==> src/hw/rtl/salc_ram.sv <==
`default_nettype none
module salc_ram #(
  parameter int WIDTH = 8,
  parameter int DEPTH = 16,
  parameter int AW    = (DEPTH > 1) ? $clog2(DEPTH) : 1
) (
  input  wire logic             clk,
  input  wire logic             we,
  input  wire logic [AW-1:0]    waddr,
  input  wire logic [WIDTH-1:0] wdata,
  input  wire logic [AW-1:0]    raddr,
  output logic      [WIDTH-1:0] rdata
);

  logic [WIDTH-1:0] mem [DEPTH];

  always_ff @(posedge clk) begin
    if (we) begin
      mem[waddr] <= wdata;
    end
    rdata <= mem[raddr];
  end

endmodule
`default_nettype wire
==> config.mk <==
export PLATFORM = sky130hd
export DESIGN_NAME = salc_ram
export DESIGN_NICKNAME = d
export VERILOG_FILES = /design/src/hw/rtl/salc_ram.sv
export SDC_FILE = /design/constraint.sdc
export NUM_CORES = 1
export LEC_CHECK = 0
export BUFFER_PORTS_ARGS = -buffer_cell sky130_fd_sc_hd__buf_2
export CAP_MARGIN = 20
export CELL_PAD_IN_SITES_DETAIL_PLACEMENT = 0
export CELL_PAD_IN_SITES_GLOBAL_PLACEMENT = 1
export CORE_MARGIN = 4
export CORE_UTILIZATION = 40
export CTS_BUF_LIST = sky130_fd_sc_hd__clkbuf_2 sky130_fd_sc_hd__clkbuf_4 sky130_fd_sc_hd__clkbuf_8
export DETAILED_ROUTE_END_ITERATION = 12
export PLACE_DENSITY_LB_ADDON = 0.1
export SKIP_CTS_REPAIR_TIMING = 1
export SLEW_MARGIN = 20
export SYNTH_ARGS = -nofsm -noshare
export SYNTH_HDL_FRONTEND = slang
export SYNTH_SLANG_ARGS = --single-unit
==> constraint.sdc <==
create_clock -name clk -period 1.9 [get_ports clk]
set_clock_uncertainty 0.05 [all_clocks]
set_input_delay 0.19 -clock clk [delete_from_list [all_inputs] [get_ports clk]]
set_output_delay 0.19 -clock clk [all_outputs]
set_load 0.1 [all_outputs]
Yosys cells after proc, flatten, opt, wreduce, memory -nomap -nowiden

Memory sizes are Yosys's and may differ from the RTL's. A register that Yosys moved wholly into a read port is not among the register bits.
Cells that the tools add are included.

Input port bits: 18
Memories kept: 1
Memory bits (writable): 128
Logic and storage cells: 3
Bits in registers: 0
Output and inout bits: 8

Muxes and demuxes: 2

Memories:

| memory | words | width | read ports | clocked after Yosys merged registers in | write ports | RTL line | text |
|---|---|---|---|---|---|---|---|
| mem    | 16    | 8     | 1          | 1                                       | 1           | 15       | `logic [WIDTH-1:0] mem [DEPTH];` |

Operator list:

| cell             | count |
|---|---|
| 2-to-1 mux 1 bit | 2 |

Longest topological paths before layout

Gate-level depths: netlist (run 1).

Depth after elaboration: 2
Mapped depth: 5

Worst setup path after synthesis (run 1)

OpenSTA, ideal clock, no wires.

Path kind: input to register
Start: input port waddr[2]
End: memory mem[0][0] (enable)
Cell stages on the path: 2
Arrival time: 1.300 ns
Required time: 1.467 ns
Setup slack: 0.167 ns
Cell sequence: or3b_2 -> nor3_1

RTL lines:

| element            | RTL line | text |
|---|---|---|
| start: declaration | 9        | `input wire logic [AW-1:0] waddr,` |
| end: declaration   | 15       |  |

Straight into the memory's write port.

Worst setup path after layout (run 1)

Start: register rdata[7], read port of mem
End: output port rdata[7]

RTL lines:

| element            | RTL line | text |
|---|---|---|
| start: declaration | 12       | `output logic [WIDTH-1:0] rdata` |

No word-level cell between the ends.

==> results of run 1 <==
## sequential cells by signal, indices dropped and copies added, names as in the netlist
register	cells
rdata	8
mem	128
## cells in the mapped netlist
| cell type | number |
|---|---|
| sky130_fd_sc_hd__or3b_2 | 1 |
| sky130_fd_sc_hd__nand2b_1 | 2 |
| sky130_fd_sc_hd__buf_2 | 3 |
| sky130_fd_sc_hd__nand3_1 | 1 |
| sky130_fd_sc_hd__buf_4 | 1 |
| sky130_fd_sc_hd__clkdlybuf4s25_2 | 3 |
| sky130_fd_sc_hd__and2b_1 | 1 |
| sky130_fd_sc_hd__a22oi_1 | 16 |
| sky130_fd_sc_hd__nor2_1 | 13 |
| sky130_fd_sc_hd__nor3_1 | 4 |
| sky130_fd_sc_hd__nor2b_1 | 1 |
| sky130_fd_sc_hd__mux4_2 | 18 |
| sky130_fd_sc_hd__dfxtp_1 | 8 |
| sky130_fd_sc_hd__nand2_1 | 9 |
| sky130_fd_sc_hd__mux4_1 | 14 |
| sky130_fd_sc_hd__edfxtp_1 | 128 |
| sky130_fd_sc_hd__nand3b_1 | 2 |
| sky130_fd_sc_hd__and2_1 | 1 |
| sky130_fd_sc_hd__buf_6 | 3 |
## layout make-up
type / instances / area, um2
Clock buffer: 19 / 249
Clock inverter: 13 / 135
Fill cell: 1080 / 6640
Multi-Input combinational cell: 83 / 1060
Sequential cell: 136 / 4000
Tap cell: 172 / 215
Timing Repair Buffer: 48 / 323
## report_power, final
| group | switching (mW) | total [mW] | internal [mW] |
|---|---|---|---|
| registers | 0.0200 | 3.37 | 3.35 |
| clock network | 1.02 | 2.31 | 1.29 |
| logic | 0.319 | 0.457 | 0.138 |
## stage by stage
| stage | cells | hold WS, ps | util |
|---|---|---|---|
| 6_report | 471 | 82.7 | 0.474 |
| 5_1_grt | 471 | 59.8 | 0.474 |
| 4_1_cts | 471 | 60.8 | 0.474 |
| 3_5_place_dp | 439 | 540 | 0.444 |
| 3_3_place_gp | 439 | 529 | 0.444 |
| 2_1_floorplan | 229 | 239 | - |
## routing by layer
| layer | global-route usage | routed length (um) | up-vias |
|---|---|---|---|
| met5 | 0 | 0 | - |
| met4 | 0.0567 | 163 | 0 |
| met3 | 0.0513 | 568 | 11 |
| met2 | 0.219 | 4580 | 68 |
| met1 | 0.209 | 4680 | 1217 |
| li1 | - | - | 1084 |
## placed cells by master, fill, tap and decap left out, drive strengths merged
master	n
a22oi	16
and2	1
and2b	1
buf	48
bufinv	3
clkbuf	19
clkinv	10
dfxtp	8
edfxtp	128
mux4	32
nand2	9
nand2b	2
nand3	1
nand3b	2
nor2	13
nor2b	1
nor3	4
or3b	1
## path summary, 6_finish.rpt
check / to / cells past startpoint
worst max-delay path: rdata[7] / 1
worst min-delay path: mem[10][1] / 1
worst min register to register: rdata[3] / 3
worst max register to register: rdata[4] / 3
## cell families after synthesis
family / share of synthesized area
flip-flops: 0.778
AO/OA/AOI/OAI: 0.0233
multiplexers: 0.150
buffers and inverters: 0.0168
AND/OR/NAND/NOR: 0.0318
==> flow_summary_export.csv, run 1 <==
group,metric,value,unit
setup_path,worstSetupStartpointType,"flip-flop",
timing,finalHoldViolCount,0,
layout,finish.net_count,304,
placement,globalplace.congestion,0.766,
power,power_per_unit_of_standard_cell_area,1030,mW/mm2
cts,clock_tree.htree_level_count,4,
layout,area.growth.synth_to_final,16.2,%
power,total_leakage_power,2.03,nW
route,detail-route-antenna-nets,0,
route,wl,9990,um
power,irDropWorstVdd,0.357,mV
floorplan,placementRows,41,
cts,cts_made_buffers,17,
setup_path,worstPathRequired,1660,ps
floorplan,core_box_area,0.0126,mm2
logic_synthesis,share_of_yosys_cell_area_claimed_by_the_top_area_cell_type,0.747,
setup_path,worst-setup-path-type,"reg -> out",
cts,clock_tree.buffer_depth,2,
cts,cts.reportedPaths.clkPinSlew,70,ps
placement,pre_cts_ws,175,ps
route,vias,2380,
logic_synthesis,synthesis.instances,229,
global_route,grt_pass1_vias,2499,
cts,clk-insertion-delay-late,440,ps
floorplan,die_height,121,um
timing,fin_crit,1540,ps
timing,worstMarginPinSlew,493,ps
setup_path,cp-end-kind,"primary output",
setup_path,crit-reg2reg-launch,"mem[9][4]",
logic_synthesis,count_of_warnings_emitted_by_yosys,0,
timing,finalMaxSlewViolations,0,
route,vias_per_cell,5.05,
placement,placement.cell_area,0.00560,mm2
route,route.detailed.drc,0,
logic_synthesis,flops_latches_synth,136,
cts,cts.sinks,136,
placement,total_half_perimeter_wirelength_after_legalization_and_detailed_placement,6490,um
setup_path,timing.critical_path.slowest_stage_cell,"sky130_fd_sc_hd__buf_2",
power,design_power_total,6.14,mW
logic_synthesis,netlist_area,0.00515,mm2
timing,rsz0062_at_grt,"no",
route,drt_first_iter_violations,175,
route,wire_length_per_cell,21.2,um
timing,max_slew_margin,0.674,
floorplan,die_area,0.0147,mm2
logic_synthesis,synthesis.area_per_instance,22.5,um2
setup_path,worstPathMaxFanout,1,
floorplan,die_w,121,um
global_route,globalRouteOverflowTotal,0,
placement,count_of_input_and_output_buffers,25,
logic_synthesis,netlist.top_cell.by_area,"sky130_fd_sc_hd__edfxtp_1",
setup_path,worstSetupStartpoint,"rdata[7]",
global_route,grt_pass1_wl,15300,um
layout,antenna-diode-count,0,
floorplan,initial_utilization,0.408,
setup_path,delay_of_the_slowest_critical_path_stage,460,ps
timing,finalSetupViolations,0,
logic_synthesis,largest_cells_by_area_after_synthesis,"sky130_fd_sc_hd__edfxtp_1 (75%), sky130_fd_sc_hd__mux4_2 (7.9%), sky130_fd_sc_hd__mux4_1 (7.1%), sky130_fd_sc_hd__dfxtp_1 (3.1%), sky130_fd_sc_hd__a22oi_1 (2.3%)",
logic_synthesis,postSynthNetCount,247,
layout,drive_gt1_frac,0.318,
setup_path,cell_by_cell_listing_of_the_critical_path,"buf_2",
hold_path,hold_path_class,"in -> reg",
run_status,run_status,"finished clean",
route,detailedRoute.firstPassIterationCount,4,
hold_path,worstHoldStart,"wdata[1]",
timing,fin_ws,364,ps
setup_path,cp.buffers_inverters,1,
floorplan,floorplan.io_pins,26,
logic_synthesis,yosysUniqueCellTypes,19,
layout,final_design_area_no_fill,0.00598,mm2
setup_path,rrSetupSlack,460,ps
timing,totalNegativeSetupSlack,0,ps
cts,tritoncts,"done",
global_route,grt_start_max_net_pins,33,
timing,final.period_utilization,0.808,
global_route,grt_antenna_before_repair,0,
cts,cts-root-buf,"sky130_fd_sc_hd__clkbuf_8",
logic_synthesis,yosysSeqAreaShare,0.778,
run,max_cap_violations,0,
setup_path,cp_delay_by_family_top,"buffers and inverters",
global_route,track_usage,0.150,
timing,clock.fmax,0.651,GHz
setup_path,timing.critical_path.arrival,1300,ps
Power figures use the tool's default switching activity.
==> run 2, diff against run 1 <==
--- a/config.mk
+++ b/config.mk
@@ -5,6 +5,7 @@
 export SDC_FILE = /design/constraint.sdc
 export NUM_CORES = 1
 export LEC_CHECK = 0
+export ABC_AREA = 1
 export BUFFER_PORTS_ARGS = -buffer_cell sky130_fd_sc_hd__buf_2
 export CAP_MARGIN = 20
 export CELL_PAD_IN_SITES_DETAIL_PLACEMENT = 0
==> constraint.sdc (replaced) <==
create_clock -name clk -period 1.29 [get_ports clk]
set_clock_uncertainty 0.05 [all_clocks]
set_input_delay 0.129 -clock clk [delete_from_list [all_inputs] [get_ports clk]]
set_output_delay 0.129 -clock clk [all_outputs]
set_load 0.1 [all_outputs]
==> flow_summary_export.csv, run 2 <==
group,metric,value,unit
run_status,run_status,"finished clean",
logic_synthesis,synth_common_cells,"sky130_fd_sc_hd__nand2_1 (173), sky130_fd_sc_hd__edfxtp_1 (128), sky130_fd_sc_hd__inv_1 (100)",
power,power.switching,2.17,mW
floorplan,placementRows,43,
placement,globalplace.congestion,0.803,
logic_synthesis,flops_latches_synth,136,
power,power.internal,6.76,mW
timing,fin_worst_hold_slack,59.4,ps
power,sequentialPowerShare,0.557,
layout,top_register,"mem",
placement,total_half_perimeter_wirelength_after_legalization_and_detailed_placement,9300,um
route,route.detailed.drc,0,
logic_synthesis,asyncSetResetFlopFracSynth,0,
setup_path,timing.critical_path.arrival,1020,ps
route,drt_first_iter_violations,299,
setup_path,timing.critical_path.slowest_stage_cell,"sky130_fd_sc_hd__dfxtp_1",
power,total_leakage_power,2.94,nW
cts,cts-root-buf,"sky130_fd_sc_hd__clkbuf_8",
cts,tritoncts,"done",
setup_path,worstPathRequired,1110,ps
cts,cts_made_buffers,17,
logic_synthesis,share_of_yosys_cell_area_claimed_by_the_top_area_cell_type,0.667,
setup_path,cell_by_cell_listing_of_the_critical_path,"buf_4",
logic_synthesis,synthesis.instances,551,
setup_path,cp-end-kind,"primary output",
global_route,grt_pass1_wl,21900,um
layout,final_design_area_no_fill,0.00673,mm2
setup_path,worstSetupStartpointType,"flip-flop",
logic_synthesis,count_of_warnings_emitted_by_yosys,0,
timing,finalSetupViolations,0,
timing,final.period_utilization,0.933,
cts,cts.reportedPaths.clkPinSlew,70,ps
power,clkPwrFrac,0.336,
floorplan,floorplan.io_pins,26,
global_route,grt_start_max_net_pins,26,
layout,area.growth.synth_to_final,16.7,%
global_route,globalRouteOverflowTotal,0,
setup_path,worstPathMaxFanout,1,
logic_synthesis,synth_enable_flop_cells,128,
logic_synthesis,synthesis.area_per_instance,10.5,um2
logic_synthesis,netlist.top_cell.by_area,"sky130_fd_sc_hd__edfxtp_1",
cts,cts.sinks,136,
layout,layout.cells.most_common_list,"sky130_fd_sc_hd__nand2_1 (173), sky130_fd_sc_hd__edfxtp_1 (128), sky130_fd_sc_hd__inv_1 (100)",
layout,largest_register_ff_count,128,
placement,count_of_input_and_output_buffers,25,
route,vias_per_cell,4.72,
logic_synthesis,netlist_area,0.00577,mm2
cts,clk-insertion-delay-late,440,ps
timing,worstMarginPinSlew,412,ps
setup_path,worst-setup-path-type,"reg -> out",
logic_synthesis,largest_cells_by_area_after_synthesis,"sky130_fd_sc_hd__edfxtp_1 (67%), sky130_fd_sc_hd__nand2_1 (11%), sky130_fd_sc_hd__nand3_1 (8.4%), sky130_fd_sc_hd__inv_1 (6.5%), sky130_fd_sc_hd__dfxtp_1 (2.8%)",
floorplan,initial_utilization,0.412,
setup_path,delay_of_the_slowest_critical_path_stage,310,ps
power,irDropWorstVdd,0.665,mV
hold_path,worst_hold_path_cells,1,
power,power_per_unit_of_standard_cell_area,1330,mW/mm2
global_route,grt_pass1_vias,3784,
cts,clock_tree.htree_level_count,4,
setup_path,cp.buffers_inverters,1,
timing,rsz0062_at_grt,"no",
timing,clock.fmax,0.831,GHz
timing,max_slew_margin,0.725,
layout,finish.net_count,625,
logic_synthesis,yosysSeqAreaShare,0.694,
timing,finalHoldViolCount,0,
placement,placement.cell_area,0.00638,mm2
setup_path,worst_r2r_endpoint,"rdata[2]",
power,p_comb_frac,0.106,
route,wire_length_per_cell,17.7,um
hold_path,hold_path_class,"in -> reg",
timing,fin_crit,1200,ps
route,wl,14100,um
global_route,track_usage,0.184,
floorplan,core_box_area,0.0140,mm2
global_route,grt_antenna_before_repair,0,
timing,finalMaxSlewViolations,0,
logic_synthesis,dominantRegCellSynth,"sky130_fd_sc_hd__edfxtp_1",
layout,antenna-diode-count,0,
hold_path,hold-path-endpoint,"mem[2][1]",
logic_synthesis,most_frequently_used_cell_type_in_the_post_synthesis_netlist,"sky130_fd_sc_hd__nand2_1",
setup_path,worst_r2r_path_depth,6,
hold_path,worstHoldStart,"wdata[1]",
layout,drive_gt1_frac,0.143,
logic_synthesis,yosysUniqueCellTypes,12,
layout,reg_top3,"mem (128), rdata (8)",
route,detailedRoute.firstPassIterationCount,4,
floorplan,die_area,0.0164,mm2
floorplan,die_height,128,um
setup_path,rrSetupSlack,220,ps
cts,clock_tree.buffer_depth,2,
layout,final_common_cell,"sky130_fd_sc_hd__nand2_1",
setup_path,cp_delay_by_family_top,"flip-flops",
route,vias,3765,
run,max_cap_violations,0,
floorplan,die_w,128,um
setup_path,crit-reg2reg-launch,"mem[11][2]",
route,detail-route-antenna-nets,0,
power,power.share.switching,0.243,
logic_synthesis,postSynthNetCount,569,
==> run 2: kinds of logic (layout without fill, tap and decap cells) <==
family	after synthesis	in the layout	synth area share
flip-flops	136	136	0.694
buffers and inverters	126	192	0.0952
AND/OR/NAND/NOR	289	289	0.210
==> run 2: final cells by class <==
cell class | count | area, um2
clock buffers | 21 | 264
flip-flops and latches | 136 | 4010
fillers | 1340 | 7260
inverters | 102 | 383
repair buffers | 61 | 582
clock inverters | 8 | 58.8
well taps | 180 | 225
multi-input cells | 289 | 1210
==> run 2: power groups by stage <==
stage / Sequential (mW) / Clock (mW) / Combinational (mW)
4_1_cts: 4.97 / 3.09 / 0.942
3_3_place_gp: 5.07 / 0 / 0.937
6_report: 4.98 / 3.00 / 0.949
2_1_floorplan: 5.27 / 0 / 0.349
5_1_grt: 4.98 / 3.30 / 1.02
3_5_place_dp: 5.07 / 0 / 0.942
==> run 2: per-stage QoR <==
stage	TNS (ps)	setup WS (ps)	utilization	total power, mW	cells
after floorplan	0	160	-	5.61	551
after global placement	0	23.6	0.456	6.00	768
after detailed placement	0	16.7	0.456	6.01	768
after CTS	-447	-197	0.479	9.00	797
after global routing	0	21.3	0.481	9.30	797
final	0	86.5	0.481	8.93	797
==> run 2: how the worst max path moves through the flow <==
| stage | start | endpoint | slack (ps) | cells after the start |
|---|---|---|---|---|
| 6_report | rdata[3] | rdata[3] | 90 | 1 |
| 3_5_place_dp | raddr[0] | rdata[6] | 20 | 10 |
| 2_1_floorplan | waddr[2] | mem[10][0] | 160 | 2 |
| 4_1_cts | rdata[7] | rdata[7] | -200 | 1 |
| 5_1_grt | rdata[0] | rdata[0] | 20 | 1 |
| 3_3_place_gp | raddr[0] | rdata[6] | 20 | 10 |
==> run 2: routing by layer <==
layer | track usage | up-vias | routed length (um)
li1 | - | 1877 | -
met1 | 0.246 | 1807 | 6530
met2 | 0.293 | 66 | 6790
met3 | 0.0463 | 15 | 468
met4 | 0.0649 | 0 | 295
met5 | 0 | - | 0
==> run 3, diff against run 2 <==
--- a/config.mk
+++ b/config.mk
@@ -14,6 +14,7 @@
 export CORE_UTILIZATION = 40
 export CTS_BUF_LIST = sky130_fd_sc_hd__clkbuf_2 sky130_fd_sc_hd__clkbuf_4 sky130_fd_sc_hd__clkbuf_8
 export DETAILED_ROUTE_END_ITERATION = 12
+export GPL_TIMING_DRIVEN = 0
 export PLACE_DENSITY_LB_ADDON = 0.1
 export SKIP_CTS_REPAIR_TIMING = 1
 export SLEW_MARGIN = 20
==> flow_summary_export.csv, run 3 (synthesized netlist as in run 2, its figures left out) <==
group,metric,value,unit
run_status,run_status,"finished clean",
global_route,grt_start_max_net_pins,17,
setup_path,worst_r2r_endpoint,"rdata[1]",
route,wire_length_per_cell,18.6,um
floorplan,die_area,0.0164,mm2
setup_path,worstPathRequired,1300,ps
route,vias_per_cell,4.73,
floorplan,core_box_area,0.0140,mm2
power,clkPwrFrac,0.388,
floorplan,initial_utilization,0.412,
hold_path,worstHoldStart,"wdata[2]",
floorplan,die_height,128,um
timing,fin_ws,25.8,ps
cts,tritoncts,"done",
setup_path,timing.critical_path.slowest_stage_cell,"sky130_fd_sc_hd__nor2_1",
timing,clock.fmax,0.791,GHz
layout,drive_gt1_frac,0.129,
global_route,grt_pass1_wl,21800,um
route,route.detailed.drc,0,
global_route,grt_antenna_before_repair,0,
floorplan,floorplan.io_pins,26,
layout,top_register,"mem",
hold_path,worst_hold_path_cells,1,
placement,count_of_input_and_output_buffers,22,
setup_path,delay_of_the_slowest_critical_path_stage,780,ps
route,wl,14600,um
cts,cts-root-buf,"sky130_fd_sc_hd__clkbuf_8",
power,power.internal,7.25,mW
power,power.switching,2.28,mW
setup_path,worstPathMaxFanout,8,
timing,worstMarginPinSlew,971,ps
layout,area.growth.synth_to_final,13.5,%
placement,globalplace.congestion,0.806,
global_route,track_usage,0.189,
placement,pre_cts_ws,-422,ps
cts,clk-insertion-delay-late,440,ps
setup_path,worst_r2r_path_depth,6,
route,detailedRoute.firstPassIterationCount,5,
cts,cts.sinks,136,
setup_path,cp.buffers_inverters,1,
route,drt_first_iter_violations,375,
setup_path,crit-reg2reg-launch,"mem[11][1]",
placement,total_half_perimeter_wirelength_after_legalization_and_detailed_placement,9630,um
setup_path,cp-end-kind,"flip-flop",
layout,finish.net_count,610,
layout,layout.cells.most_common_list,"sky130_fd_sc_hd__nand2_1 (173), sky130_fd_sc_hd__edfxtp_1 (128), sky130_fd_sc_hd__inv_1 (100)",
power,power_per_unit_of_standard_cell_area,1450,mW/mm2
setup_path,worstSetupStartpoint,"waddr[3]",
global_route,globalRouteOverflowTotal,0,
hold_path,hold-path-endpoint,"mem[5][2]",
layout,final_common_cell,"sky130_fd_sc_hd__nand2_1",
setup_path,timing.critical_path.arrival,1270,ps
layout,largest_register_ff_count,128,
timing,final.period_utilization,0.980,
placement,placement.cell_area,0.00610,mm2
timing,max_slew_margin,0.350,
setup_path,worstSetupStartpointType,"input pin",
cts,cts_made_buffers,17,
timing,fin_worst_hold_slack,53.3,ps
timing,totalNegativeSetupSlack,0,ps
power,total_leakage_power,2.83,nW
setup_path,cell_by_cell_listing_of_the_critical_path,"buf_2, nand3b_1, nor2_1",
power,sequentialPowerShare,0.521,
setup_path,rrSetupSlack,220,ps
timing,finalMaxSlewViolations,0,
cts,cts.reportedPaths.clkPinSlew,80,ps
setup_path,cp_delay_by_family_top,"simple AND/OR/NAND/NOR gates",
cts,clock_tree.buffer_depth,2,
timing,finalHoldViolCount,0,
power,p_comb_frac,0.092,
timing,fin_crit,1260,ps
timing,rsz0062_at_grt,"no",
power,design_power_total,9.52,mW
floorplan,die_w,128,um
hold_path,hold_path_class,"in -> reg",
route,detail-route-antenna-nets,0,
global_route,grt_pass1_vias,3566,
route,vias,3711,
power,irDropWorstVdd,0.670,mV
timing,finalSetupViolations,0,
cts,clock_tree.htree_level_count,4,
layout,final_design_area_no_fill,0.00655,mm2
layout,reg_top3,"mem (128), rdata (8)",
floorplan,placementRows,43,
run,max_cap_violations,0,
layout,antenna-diode-count,0,
power,power.share.switching,0.239,
setup_path,worst-setup-path-type,"in -> reg",
## run 3: changes by cell type in the layout (fill, tap and decap cells not counted), sizes merged
cell	delta
clkinvlp	+2
inv	+2
clkbuf	-2
bufinv	+3
clkinv	-1
buf	-16
## run 3: worst reg2reg max path: stages, from the launching register on
cell and delay (ps):
sky130_fd_sc_hd__edfxtp_1 360, sky130_fd_sc_hd__inv_1 60, sky130_fd_sc_hd__nand2_1 40, sky130_fd_sc_hd__nand3_1 110, sky130_fd_sc_hd__nand3_1 80, sky130_fd_sc_hd__nand3_1 180
sky130_fd_sc_hd__nand2_1 70
## run 3: worst max-delay path by stage
stage,cells after the start,slack [ps],endpoint
4_1_cts,1,-100,rdata[4]
2_1_floorplan,2,160,mem[10][0]
3_3_place_gp,3,-420,mem[5][3]
5_1_grt,3,3,mem[6][0]
6_report,3,30,mem[6][1]
3_5_place_dp,3,-420,mem[6][0]
## run 3: cell type report
cell class	instances	area [um2]
Timing Repair Buffer	22	130
Sequential cell	136	4000
Inverter	102	383
Multi-Input combinational cell	289	1220
Tap cell	180	225
Clock buffer	18	241
Buffer	24	166
Clock inverter	14	179
Fill cell	1296	7440
## run 3: power groups by stage
stage	combinational [mW]	clock, mW	sequential (mW)
detailed placement	0.858	0	5.06
global placement	0.856	0	5.05
floorplan	0.349	0	5.27
finish	0.872	3.69	4.96
CTS	0.861	3.77	4.96
global route	0.945	3.97	4.97
## run 3: stage by stage
| stage | cells | util |
|---|---|---|
| 2_1_floorplan | 551 | - |
| 6_report | 785 | 0.468 |
| 3_5_place_dp | 753 | 0.436 |
| 4_1_cts | 785 | 0.466 |
| 3_3_place_gp | 753 | 0.436 |
| 5_1_grt | 785 | 0.468 |
## run 3: per-layer routing
| layer | part of all wire | track usage | vias up |
|---|---|---|---|
| li1 | - | - | 1850 |
| met1 | 0.48 | 0.267 | 1727 |
| met4 | 0.021 | 0.0768 | 0 |
| met5 | 0 | 0 | - |
| met2 | 0.45 | 0.283 | 120 |
| met3 | 0.051 | 0.0417 | 14 |
